### src/hdl/aip_pkg.sv
// ----------------------------------------------------------------------------
// aip_pkg
// Shared types, constants and character helpers for the ASCII integer parser.
// ----------------------------------------------------------------------------
`default_nettype none

package aip_pkg;

    localparam int VALUE_WIDTH = 64;
    localparam int COUNT_WIDTH = 16;
    localparam int RADIX_WIDTH = 6;
    localparam int DIGIT_WIDTH = 7;
    localparam int WIDE_WIDTH  = VALUE_WIDTH + DIGIT_WIDTH;

    localparam logic [RADIX_WIDTH-1:0] RADIX_AUTO = RADIX_WIDTH'(0);
    localparam logic [RADIX_WIDTH-1:0] RADIX_ONE  = RADIX_WIDTH'(1);
    localparam logic [RADIX_WIDTH-1:0] RADIX_OCT  = RADIX_WIDTH'(8);
    localparam logic [RADIX_WIDTH-1:0] RADIX_DEC  = RADIX_WIDTH'(10);
    localparam logic [RADIX_WIDTH-1:0] RADIX_HEX  = RADIX_WIDTH'(16);
    localparam logic [RADIX_WIDTH-1:0] RADIX_MAX  = RADIX_WIDTH'(36);

    localparam logic [DIGIT_WIDTH-1:0] DIGIT_NONE = DIGIT_WIDTH'(64);

    localparam logic [7:0] CH_SPACE = 8'h20;
    localparam logic [7:0] CH_HT    = 8'h09;
    localparam logic [7:0] CH_CR    = 8'h0D;
    localparam logic [7:0] CH_MINUS = 8'h2D;
    localparam logic [7:0] CH_PLUS  = 8'h2B;
    localparam logic [7:0] CH_ZERO  = 8'h30;
    localparam logic [7:0] CH_NINE  = 8'h39;
    localparam logic [7:0] CH_LO_A  = 8'h61;
    localparam logic [7:0] CH_LO_Z  = 8'h7A;
    localparam logic [7:0] CH_UP_A  = 8'h41;
    localparam logic [7:0] CH_UP_Z  = 8'h5A;
    localparam logic [7:0] CH_LO_X  = 8'h78;
    localparam logic [7:0] CH_UP_X  = 8'h58;

    localparam logic signed [VALUE_WIDTH-1:0] VALUE_MAX = {1'b0, {(VALUE_WIDTH-1){1'b1}}};
    localparam logic signed [VALUE_WIDTH-1:0] VALUE_MIN = {1'b1, {(VALUE_WIDTH-1){1'b0}}};

    typedef struct packed {
        logic [7:0] ch;
        logic       start_req;
    } char_word_t;

    typedef struct packed {
        logic signed [VALUE_WIDTH-1:0] value;
        logic [COUNT_WIDTH-1:0]        end_offset;
        logic                          converted;
        logic                          range_error;
    } num_word_t;

    // Result of one parse step towards the output register
    typedef struct packed {
        logic      emit;
        num_word_t word;
    } aip_result_t;

    function automatic logic [DIGIT_WIDTH-1:0] digit_of(input logic [7:0] c);
        logic [DIGIT_WIDTH-1:0] d;
        d = DIGIT_NONE;
        if (c >= CH_ZERO && c <= CH_NINE)
            d = DIGIT_WIDTH'(c - CH_ZERO);
        else if (c >= CH_LO_A && c <= CH_LO_Z)
            d = DIGIT_WIDTH'(c - (CH_LO_A - 8'd10));
        else if (c >= CH_UP_A && c <= CH_UP_Z)
            d = DIGIT_WIDTH'(c - (CH_UP_A - 8'd10));
        return d;
    endfunction

    function automatic logic is_blank(input logic [7:0] c);
        return (c == CH_SPACE) || (c >= CH_HT && c <= CH_CR);
    endfunction

endpackage

`default_nettype wire

### src/hdl/aip_in_stage.sv
// ----------------------------------------------------------------------------
// aip_in_stage
// Input register: holds one accepted byte until the parse step takes it.
// ----------------------------------------------------------------------------
`default_nettype none

module aip_in_stage
    import aip_pkg::*;
(
    input  wire logic       clk,
    input  wire logic       rst_n,
    input  wire logic       char_valid,
    output logic            char_stall,
    input  wire char_word_t char_data,
    input  wire logic       advance,
    output logic            held_valid,
    output char_word_t      held_word
);

    logic       valid_reg;
    logic       valid_next;
    char_word_t word_reg;

    // Stall only while a held byte cannot move on
    assign char_stall = valid_reg && !advance;
    assign valid_next = char_stall ? valid_reg : char_valid;

    always_ff @(posedge clk or negedge rst_n)
    begin
        if (!rst_n)
        begin
            valid_reg <= 1'b0;
        end
        else
        begin
            valid_reg <= valid_next;
        end
    end

    always_ff @(posedge clk)
    begin
        if (char_valid && !char_stall)
        begin
            word_reg <= char_data;
        end
    end

    assign held_valid = valid_reg;
    assign held_word  = word_reg;

endmodule

`default_nettype wire

### src/hdl/aip_core.sv
// ----------------------------------------------------------------------------
// aip_core
// Parse state and the combinational step: whitespace, sign, prefix, digit accumulate.
// ----------------------------------------------------------------------------
`default_nettype none

module aip_core
    import aip_pkg::*;
(
    input  wire logic                   clk,
    input  wire logic                   rst_n,
    input  wire logic                   advance,
    input  wire char_word_t             word,
    input  wire logic [RADIX_WIDTH-1:0] radix,
    output aip_result_t                 result
);

    typedef enum logic [5:0] {
        PH_DONE   = 6'b000001,
        PH_LEAD   = 6'b000010,
        PH_SIGN   = 6'b000100,
        PH_ZERO   = 6'b001000,
        PH_HEXPFX = 6'b010000,
        PH_DIGITS = 6'b100000
    } phase_t;

    phase_t                   phase_reg,  phase_next;
    logic                     neg_reg,    neg_next;
    logic [VALUE_WIDTH-1:0]   acc_reg,    acc_next;
    logic                     ovf_reg,    ovf_next;
    logic                     seen_reg,   seen_next;
    logic [RADIX_WIDTH-1:0]   base_reg,   base_next;
    logic [COUNT_WIDTH:0]     cnt_reg,    cnt_next;

    logic                     bad_radix;
    logic                     sign_path;
    logic                     digit_path;
    logic                     do_acc;
    logic                     emit;
    logic                     step_back;
    logic [DIGIT_WIDTH-1:0]   digit;
    logic [WIDE_WIDTH-1:0]    wide;
    logic [WIDE_WIDTH-1:0]    limit;
    logic [COUNT_WIDTH:0]     end_raw;
    logic signed [VALUE_WIDTH-1:0] value;

    assign digit = digit_of(word.ch);

    always_comb
    begin
        phase_next = phase_reg;
        neg_next   = neg_reg;
        acc_next   = acc_reg;
        ovf_next   = ovf_reg;
        seen_next  = seen_reg;
        base_next  = base_reg;
        cnt_next   = cnt_reg;
        bad_radix  = 1'b0;
        sign_path  = 1'b0;
        digit_path = 1'b0;
        do_acc     = 1'b0;
        emit       = 1'b0;
        step_back  = 1'b0;
        wide       = '0;
        limit      = '0;

        // Open a new string: latch radix, clear the accumulation
        if (word.start_req)
        begin
            phase_next = PH_LEAD;
            neg_next   = 1'b0;
            acc_next   = '0;
            ovf_next   = 1'b0;
            seen_next  = 1'b0;
            cnt_next   = '0;
            base_next  = radix;
            if (radix == RADIX_ONE || radix > RADIX_MAX)
            begin
                bad_radix  = 1'b1;
                emit       = 1'b1;
                phase_next = PH_DONE;
            end
        end

        if (!bad_radix && phase_next != PH_DONE)
        begin
            unique case (phase_next)
                PH_LEAD:
                begin
                    if (is_blank(word.ch))
                    begin
                        phase_next = PH_LEAD;
                    end
                    else if (word.ch == CH_MINUS)
                    begin
                        neg_next   = 1'b1;
                        phase_next = PH_SIGN;
                    end
                    else if (word.ch == CH_PLUS)
                    begin
                        phase_next = PH_SIGN;
                    end
                    else
                    begin
                        sign_path = 1'b1;
                    end
                end
                PH_SIGN:
                begin
                    sign_path = 1'b1;
                end
                PH_ZERO:
                begin
                    if (word.ch == CH_LO_X || word.ch == CH_UP_X)
                    begin
                        base_next  = RADIX_HEX;
                        phase_next = PH_HEXPFX;
                    end
                    else
                    begin
                        if (base_next == RADIX_AUTO)
                        begin
                            base_next = RADIX_OCT;
                        end
                        phase_next = PH_DIGITS;
                        digit_path = 1'b1;
                    end
                end
                PH_HEXPFX:
                begin
                    if (digit < DIGIT_WIDTH'(RADIX_HEX))
                    begin
                        do_acc     = 1'b1;
                        phase_next = PH_DIGITS;
                    end
                    else
                    begin
                        emit      = 1'b1;
                        step_back = 1'b1;
                    end
                end
                PH_DIGITS:
                begin
                    digit_path = 1'b1;
                end
                default:
                begin
                    phase_next = PH_DONE;
                end
            endcase

            // First byte after an optional sign
            if (sign_path)
            begin
                if (word.ch == CH_ZERO &&
                    (base_next == RADIX_AUTO || base_next == RADIX_HEX))
                begin
                    seen_next  = 1'b1;
                    phase_next = PH_ZERO;
                end
                else
                begin
                    if (base_next == RADIX_AUTO)
                    begin
                        base_next = RADIX_DEC;
                    end
                    if (digit < DIGIT_WIDTH'(base_next))
                    begin
                        do_acc     = 1'b1;
                        phase_next = PH_DIGITS;
                    end
                    else
                    begin
                        emit = 1'b1;
                    end
                end
            end

            if (digit_path)
            begin
                if (digit < DIGIT_WIDTH'(base_next))
                begin
                    do_acc = 1'b1;
                end
                else
                begin
                    emit = 1'b1;
                end
            end

            // Multiply-add; once past the limit, digits are consumed only
            if (do_acc)
            begin
                seen_next = 1'b1;
                limit = neg_next ? WIDE_WIDTH'($unsigned(VALUE_MIN))
                                 : WIDE_WIDTH'($unsigned(VALUE_MAX));
                wide  = WIDE_WIDTH'(acc_next) * WIDE_WIDTH'(base_next)
                      + WIDE_WIDTH'(digit);
                if (!ovf_next)
                begin
                    if (wide > limit)
                    begin
                        ovf_next = 1'b1;
                    end
                    else
                    begin
                        acc_next = wide[VALUE_WIDTH-1:0];
                    end
                end
            end

            if (emit)
            begin
                phase_next = PH_DONE;
            end

            if (!cnt_next[COUNT_WIDTH])
            begin
                cnt_next = cnt_next + (COUNT_WIDTH+1)'(1);
            end
        end
    end

    // Result fields, from the state before this byte's count advance
    always_comb
    begin
        end_raw = step_back ? cnt_reg - (COUNT_WIDTH+1)'(1) : cnt_reg;
        if (word.start_req)
        begin
            end_raw = '0;
        end
        if (ovf_next)
        begin
            value = neg_next ? VALUE_MIN : VALUE_MAX;
        end
        else
        begin
            value = neg_next ? -$signed(acc_next) : $signed(acc_next);
        end
        result.emit                   = emit;
        result.word.value             = seen_next ? value : '0;
        result.word.end_offset        = !seen_next ? '0 :
                                        end_raw[COUNT_WIDTH] ? '1 :
                                        end_raw[COUNT_WIDTH-1:0];
        result.word.converted         = seen_next;
        result.word.range_error       = seen_next && ovf_next;
    end

    always_ff @(posedge clk or negedge rst_n)
    begin
        if (!rst_n)
        begin
            phase_reg <= PH_DONE;
            neg_reg   <= 1'b0;
            acc_reg   <= '0;
            ovf_reg   <= 1'b0;
            seen_reg  <= 1'b0;
            base_reg  <= '0;
            cnt_reg   <= '0;
        end
        else if (advance)
        begin
            phase_reg <= phase_next;
            neg_reg   <= neg_next;
            acc_reg   <= acc_next;
            ovf_reg   <= ovf_next;
            seen_reg  <= seen_next;
            base_reg  <= base_next;
            cnt_reg   <= cnt_next;
        end
    end

endmodule

`default_nettype wire

### src/hdl/aip_out_stage.sv
// ----------------------------------------------------------------------------
// aip_out_stage
// Result register: holds a finished number until the consumer takes it.
// ----------------------------------------------------------------------------
`default_nettype none

module aip_out_stage
    import aip_pkg::*;
(
    input  wire logic        clk,
    input  wire logic        rst_n,
    input  wire logic        advance,
    input  wire aip_result_t result,
    output logic             room,
    output logic             num_valid,
    input  wire logic        num_stall,
    output num_word_t        num_data
);

    logic      valid_reg;
    logic      valid_next;
    num_word_t word_reg;

    assign room = !valid_reg || !num_stall;

    always_comb
    begin
        valid_next = valid_reg && num_stall;
        if (advance && result.emit)
        begin
            valid_next = 1'b1;
        end
    end

    always_ff @(posedge clk or negedge rst_n)
    begin
        if (!rst_n)
        begin
            valid_reg <= 1'b0;
        end
        else
        begin
            valid_reg <= valid_next;
        end
    end

    always_ff @(posedge clk)
    begin
        if (advance && result.emit)
        begin
            word_reg <= result.word;
        end
    end

    assign num_valid = valid_reg;
    assign num_data  = word_reg;

endmodule

`default_nettype wire

### src/hdl/ascii_integer_parser.sv
// Flow: a taken byte waits in the input register; the parse step then loads its
//   number, if any, into the result register, so num_valid rises with that load.
// Throughput: one byte per cycle; bytes stall only while a held byte meets a
//   full result register under num_stall.
// Reset (rst_n low, asynchronous): both stage registers empty, parser waiting
//   for a start byte, radix 0 (auto-detect).
// ----------------------------------------------------------------------------
// ascii_integer_parser
// Streaming string-to-long conversion over a byte stream with saturation.
// ----------------------------------------------------------------------------
`default_nettype none

module ascii_integer_parser
    import aip_pkg::*;
(
    input  wire logic                   clk,
    input  wire logic                   rst_n,
    input  wire logic                   radix_we,
    input  wire logic [RADIX_WIDTH-1:0] radix_wdata,
    input  wire logic                   char_valid,
    output logic                        char_stall,
    input  wire char_word_t             char_data,
    output logic                        num_valid,
    input  wire logic                   num_stall,
    output num_word_t                   num_data
);

    logic [RADIX_WIDTH-1:0] radix_reg;
    logic [RADIX_WIDTH-1:0] radix_next;
    logic                   held_valid;
    char_word_t             held_word;
    logic                   room;
    logic                   advance;
    aip_result_t            result;

    // Radix register; only read when a start byte is parsed
    assign radix_next = radix_we ? radix_wdata : radix_reg;

    always_ff @(posedge clk or negedge rst_n)
    begin
        if (!rst_n)
        begin
            radix_reg <= '0;
        end
        else
        begin
            radix_reg <= radix_next;
        end
    end

    // Advance the held byte whenever the result register can take a word,
    // so a number leaves in the same cycle as the next one arrives
    assign advance = held_valid && room;

    aip_in_stage u_in_stage (
        .clk        (clk),
        .rst_n      (rst_n),
        .char_valid (char_valid),
        .char_stall (char_stall),
        .char_data  (char_data),
        .advance    (advance),
        .held_valid (held_valid),
        .held_word  (held_word)
    );

    // Parse step: whitespace, sign, 0x prefix, base pick, digit accumulate
    aip_core u_core (
        .clk     (clk),
        .rst_n   (rst_n),
        .advance (advance),
        .word    (held_word),
        .radix   (radix_reg),
        .result  (result)
    );

    // Hold the finished number until the consumer drops its stall
    aip_out_stage u_out_stage (
        .clk       (clk),
        .rst_n     (rst_n),
        .advance   (advance),
        .result    (result),
        .room      (room),
        .num_valid (num_valid),
        .num_stall (num_stall),
        .num_data  (num_data)
    );

endmodule

`default_nettype wire

### config.mk
export PLATFORM = sky130hd
export DESIGN_NAME = ascii_integer_parser
export DESIGN_NICKNAME = d
export VERILOG_FILES = /design/src/hdl/aip_pkg.sv /design/src/hdl/aip_in_stage.sv /design/src/hdl/aip_core.sv /design/src/hdl/aip_out_stage.sv /design/src/hdl/ascii_integer_parser.sv
export SDC_FILE = /design/constraint.sdc
export NUM_CORES = 2
export LEC_CHECK = 0
export BUFFER_PORTS_ARGS = -buffer_cell sky130_fd_sc_hd__buf_2
export CAP_MARGIN = 20
export CORE_MARGIN = 5
export CORE_UTILIZATION = 55
export CTS_CLUSTER_DIAMETER = 60
export DETAILED_ROUTE_END_ITERATION = 7
export HOLD_SLACK_MARGIN = 0.08
export PLACE_DENSITY = 0.69
export SETUP_SLACK_MARGIN = 0.2
export SLEW_MARGIN = 15
export SYNTH_ARGS = -nofsm -noshare
export SYNTH_HDL_FRONTEND = slang
export SYNTH_HIERARCHICAL = 1
export SYNTH_SLANG_ARGS = --single-unit
### constraint.sdc
create_clock -name clk -period 13.8 [get_ports clk]
set_input_delay 1.38 -clock clk [delete_from_list [all_inputs] [get_ports clk]]
set_output_delay 1.38 -clock clk [all_outputs]
set_load 0.005 [all_outputs]
==> impl_results.md <==
* Dpl hpwl at 76500 µm
* CTS H-Tree Depth at 4
* Flop pwr share at 12.2%
* Met1 WL at 39800 µm
* Most common cell in the synthesized netlist: nor2_1
* WL met3 at 9460 µm
* Setup Viol. Count Final at 0
* Max-Cap Viols at 0
* Final #Nets at 3928
* GP Congestion at 1.04
* Main area contributors after synthesis: fa_1 (18%), ha_1 (11%), edfxtp_1 (9.9%)
* Grt ovf at 0
* Clock buffer count from CTS at 17
* Cell variety after synth at 109
* Worst flop-to-flop path startpoint: u_in_stage/held_word[0]
* Setup_tns at 0 ns
* Top Layer Used: met5
* Yosys warns at 6
* Post-Syn Instances at 3391
* Core ar. at 49900 µm²
* Fill cell count at 4616
* Cts hold-fix bufs at 0
* Residual DRC count at 0
* Initial antenna violation count at 1
* Cell family with most CP delay: simple AND/OR/NAND/NOR gates
* Hold-critical path depth at 2
* Status: finished clean
* Initial DRC Count at 2827
* Cell leakage power at 0.0140 µW
* Initial Util at 55.3%
* Initial DRT Pass Iterations at 6
* Sw Pwr at 4080 µW
* Largest net degree at the start of global routing at 81
* CP required at 14.01 ns
* CP Capture Type: flip-flop
* FF-to-FF End: u_out_stage/num_data[80]
* Combinational power share at 80.1%
* Fin util at 59.4%
* Vias per cell at 6.44
* Crit Path Class: flip-flop to flip-flop
* Via Count at 26.4k
* Antenna cells at 0
* Worst reg-to-reg path cell count at 46
* CP arrival at 13.23 ns
* Fmax at 0.0768 GHz
* Buf+Inv Stages, Crit Path at 3
* Crit-path max FO at 26
* Switching Fraction at 58.6%
* PortBufs at 103
* Int Pwr at 2880 µW
* Slew @ Worst Pin at 1.10 ns
* Power share of the clock group at 7.7%
* Critical path's largest stage delay at 0.57 ns
* Worst hold slack at 0.476 ns
* CTS tree: built
* Number of global-route vias before repair at 25.6k
* Crit share post-route at 94.4%
* Yosys top cell area share at 18.4%
* Max reg flops at 82
* Total chip power at 6960 µW
* Seq/Total Area, Yosys at 19.4%
* Worst skew pair latency at 0.47 ns
* Critical Path Start Type: flip-flop
* Die height at 234 µm
* Final hold vios at 0
* Layout area overhead at 7.39%
* Total track usage at 34.9%
* Reg2reg setup slack at 0.78 ns
* Max clock buf depth at 2
* Synth Area per Inst at 8.13 µm²
* Routed Antenna Nets at 0
* Rel. slew slack at 26.7%
* Core Rows at 82
* Crit path time final at 13.02 ns
* Top_reg_cell synth: dfrtp_1
* Worst hold path type: flip-flop to flip-flop
* Die W at 234 µm
* Worst VDD drop at 0.000188 V
* CTS clk-pin slew, worst paths at 0.09 ns
* Unrepaired setup endpoints after global routing: no
* IO Pins at 104
* Drt wl/cell at 23.5 µm
* Register bit total from synthesis at 195
* DR WL met2 at 43100 µm
* CTS Root Cell: clkbuf_16
* Post-Syn Area at 27600 µm²
* First-pass GRT wire length at 148000 µm
* Hold endpoint: u_core/acc_reg[29]
* Layout cells sized above 1 at 9.32%
* Total clock sinks at 195
* Hold_sp: u_core/acc_reg[29]
* Max Clock Skew at 0.0219 ns
* Routed wire length at 96500 µm
* Die area at 54700 µm²
* EDFF count, synth at 91
* Most frequent CP cell: ha_1
* Max Slew Vio Count at 0
* Area leader, netlist: fa_1
* Async SR Flop Fraction at 53.3%
* CP Launch Point: u_in_stage/held_word[0]
* Post-synth top cells: nor2_1 (496), nand2_1 (416), a21oi_1 (325)
* Slowest cell on the critical path: a21o_1
* Pwr/cell area at 235 nW/µm²
* Synth Net Count at 3899
-- worst max-delay path by stage --
| stage | cells past startpoint | to | slack, ns |
|---|---|---|---|
| 2_1_floorplan | 54 | u_out_stage/num_data[78] | 1.10 |
| 3_3_place_gp | 47 | u_out_stage/num_data[70] | 0.72 |
| 3_5_place_dp | 46 | u_out_stage/num_data[70] | 0.57 |
| 4_1_cts | 46 | u_out_stage/num_data[70] | 0.52 |
| 5_1_grt | 48 | u_out_stage/num_data[80] | 0.19 |
| 6_report | 46 | u_out_stage/num_data[80] | 0.78 |
-- layout make-up --
cell class / count / area (µm²) / share of cell area, %
clock inverter: 14 / 184 / 0.621
sequential: 195 / 5340 / 18.0
timing repair buffer: 185 / 1190 / 4.04
tap: 672 / 841 / 2.84
inverter: 241 / 908 / 3.07
clock buffer: 18 / 429 / 1.45
multi-input combinational: 2780 / 20700 / 69.9
-- placed cells by master (no fill, tap or decap), types with 31 or more instances in the layout --
cell type	synthesis	routed
inv_1	236	234
fa_1	253	253
xor2_1	47	47
edfxtp_1	91	91
dfrtp_1	103	103
nand3_1	95	95
nor3_1	55	55
nand4_1	57	57
and3_1	32	31
a21o_1	44	43
nand2_1	416	416
ha_1	235	235
o21ai_0	147	144
buf_4	4	76
xnor2_1	59	57
a21oi_1	325	320
nor2b_1	47	47
buf_2	24	102
nor2_1	496	495
-- power by group through the flow --
stage	combinational, µW	clock, µW	sequential, µW
2_1_floorplan	3740	0	832
3_3_place_gp	5310	0	856
3_5_place_dp	5390	0	859
4_1_cts	5430	542	850
5_1_grt	6090	564	868
6_report	5570	535	852
-- repair_timing --
| item | 4_1_cts | 5_1_grt |
|---|---|---|
| buffers inserted | 0 | 2 |
| endpoints found under the setup margin | 0 | 42 |
| gates resized for setup | 0 | 20 |
-- tightest hold or removal path: stages, from the launching register on --
cell and delay [ns]:
dfrtp_1 0.35, nand2_1 0.05, nand2_1 0.05
-- layer usage --
layer / track usage, % / vias up
met3: 6.39 / 268
met1: 48.5 / 13000
met2: 54.9 / 1408
li1: - / 11800
met5: 0 / -
met4: 12.8 / 2
-- cells by family after synthesis --
family	count (synthesis)	share of synthesized area, %
adder cells (fa/ha/maj)	488	29.0
AND/OR/NAND/NOR	1386	23.4
XOR/XNOR	106	3.37
AO/OA/AOI/OAI	748	16.8
multiplexers	52	2.12
buffers and inverters	416	5.91
flip-flops	195	19.4
-- metrics by stage --
step                      area (µm²)  instances  setup slack (ns)
final                          29600       4105             0.775
after CTS                      29500       4103             0.524
after floorplan                27600       3391              1.10
after detailed placement       28900       4071             0.565
after global routing           29600       4105             0.193
after global placement         28900       4071             0.723
(Power assumes the default switching activity.)
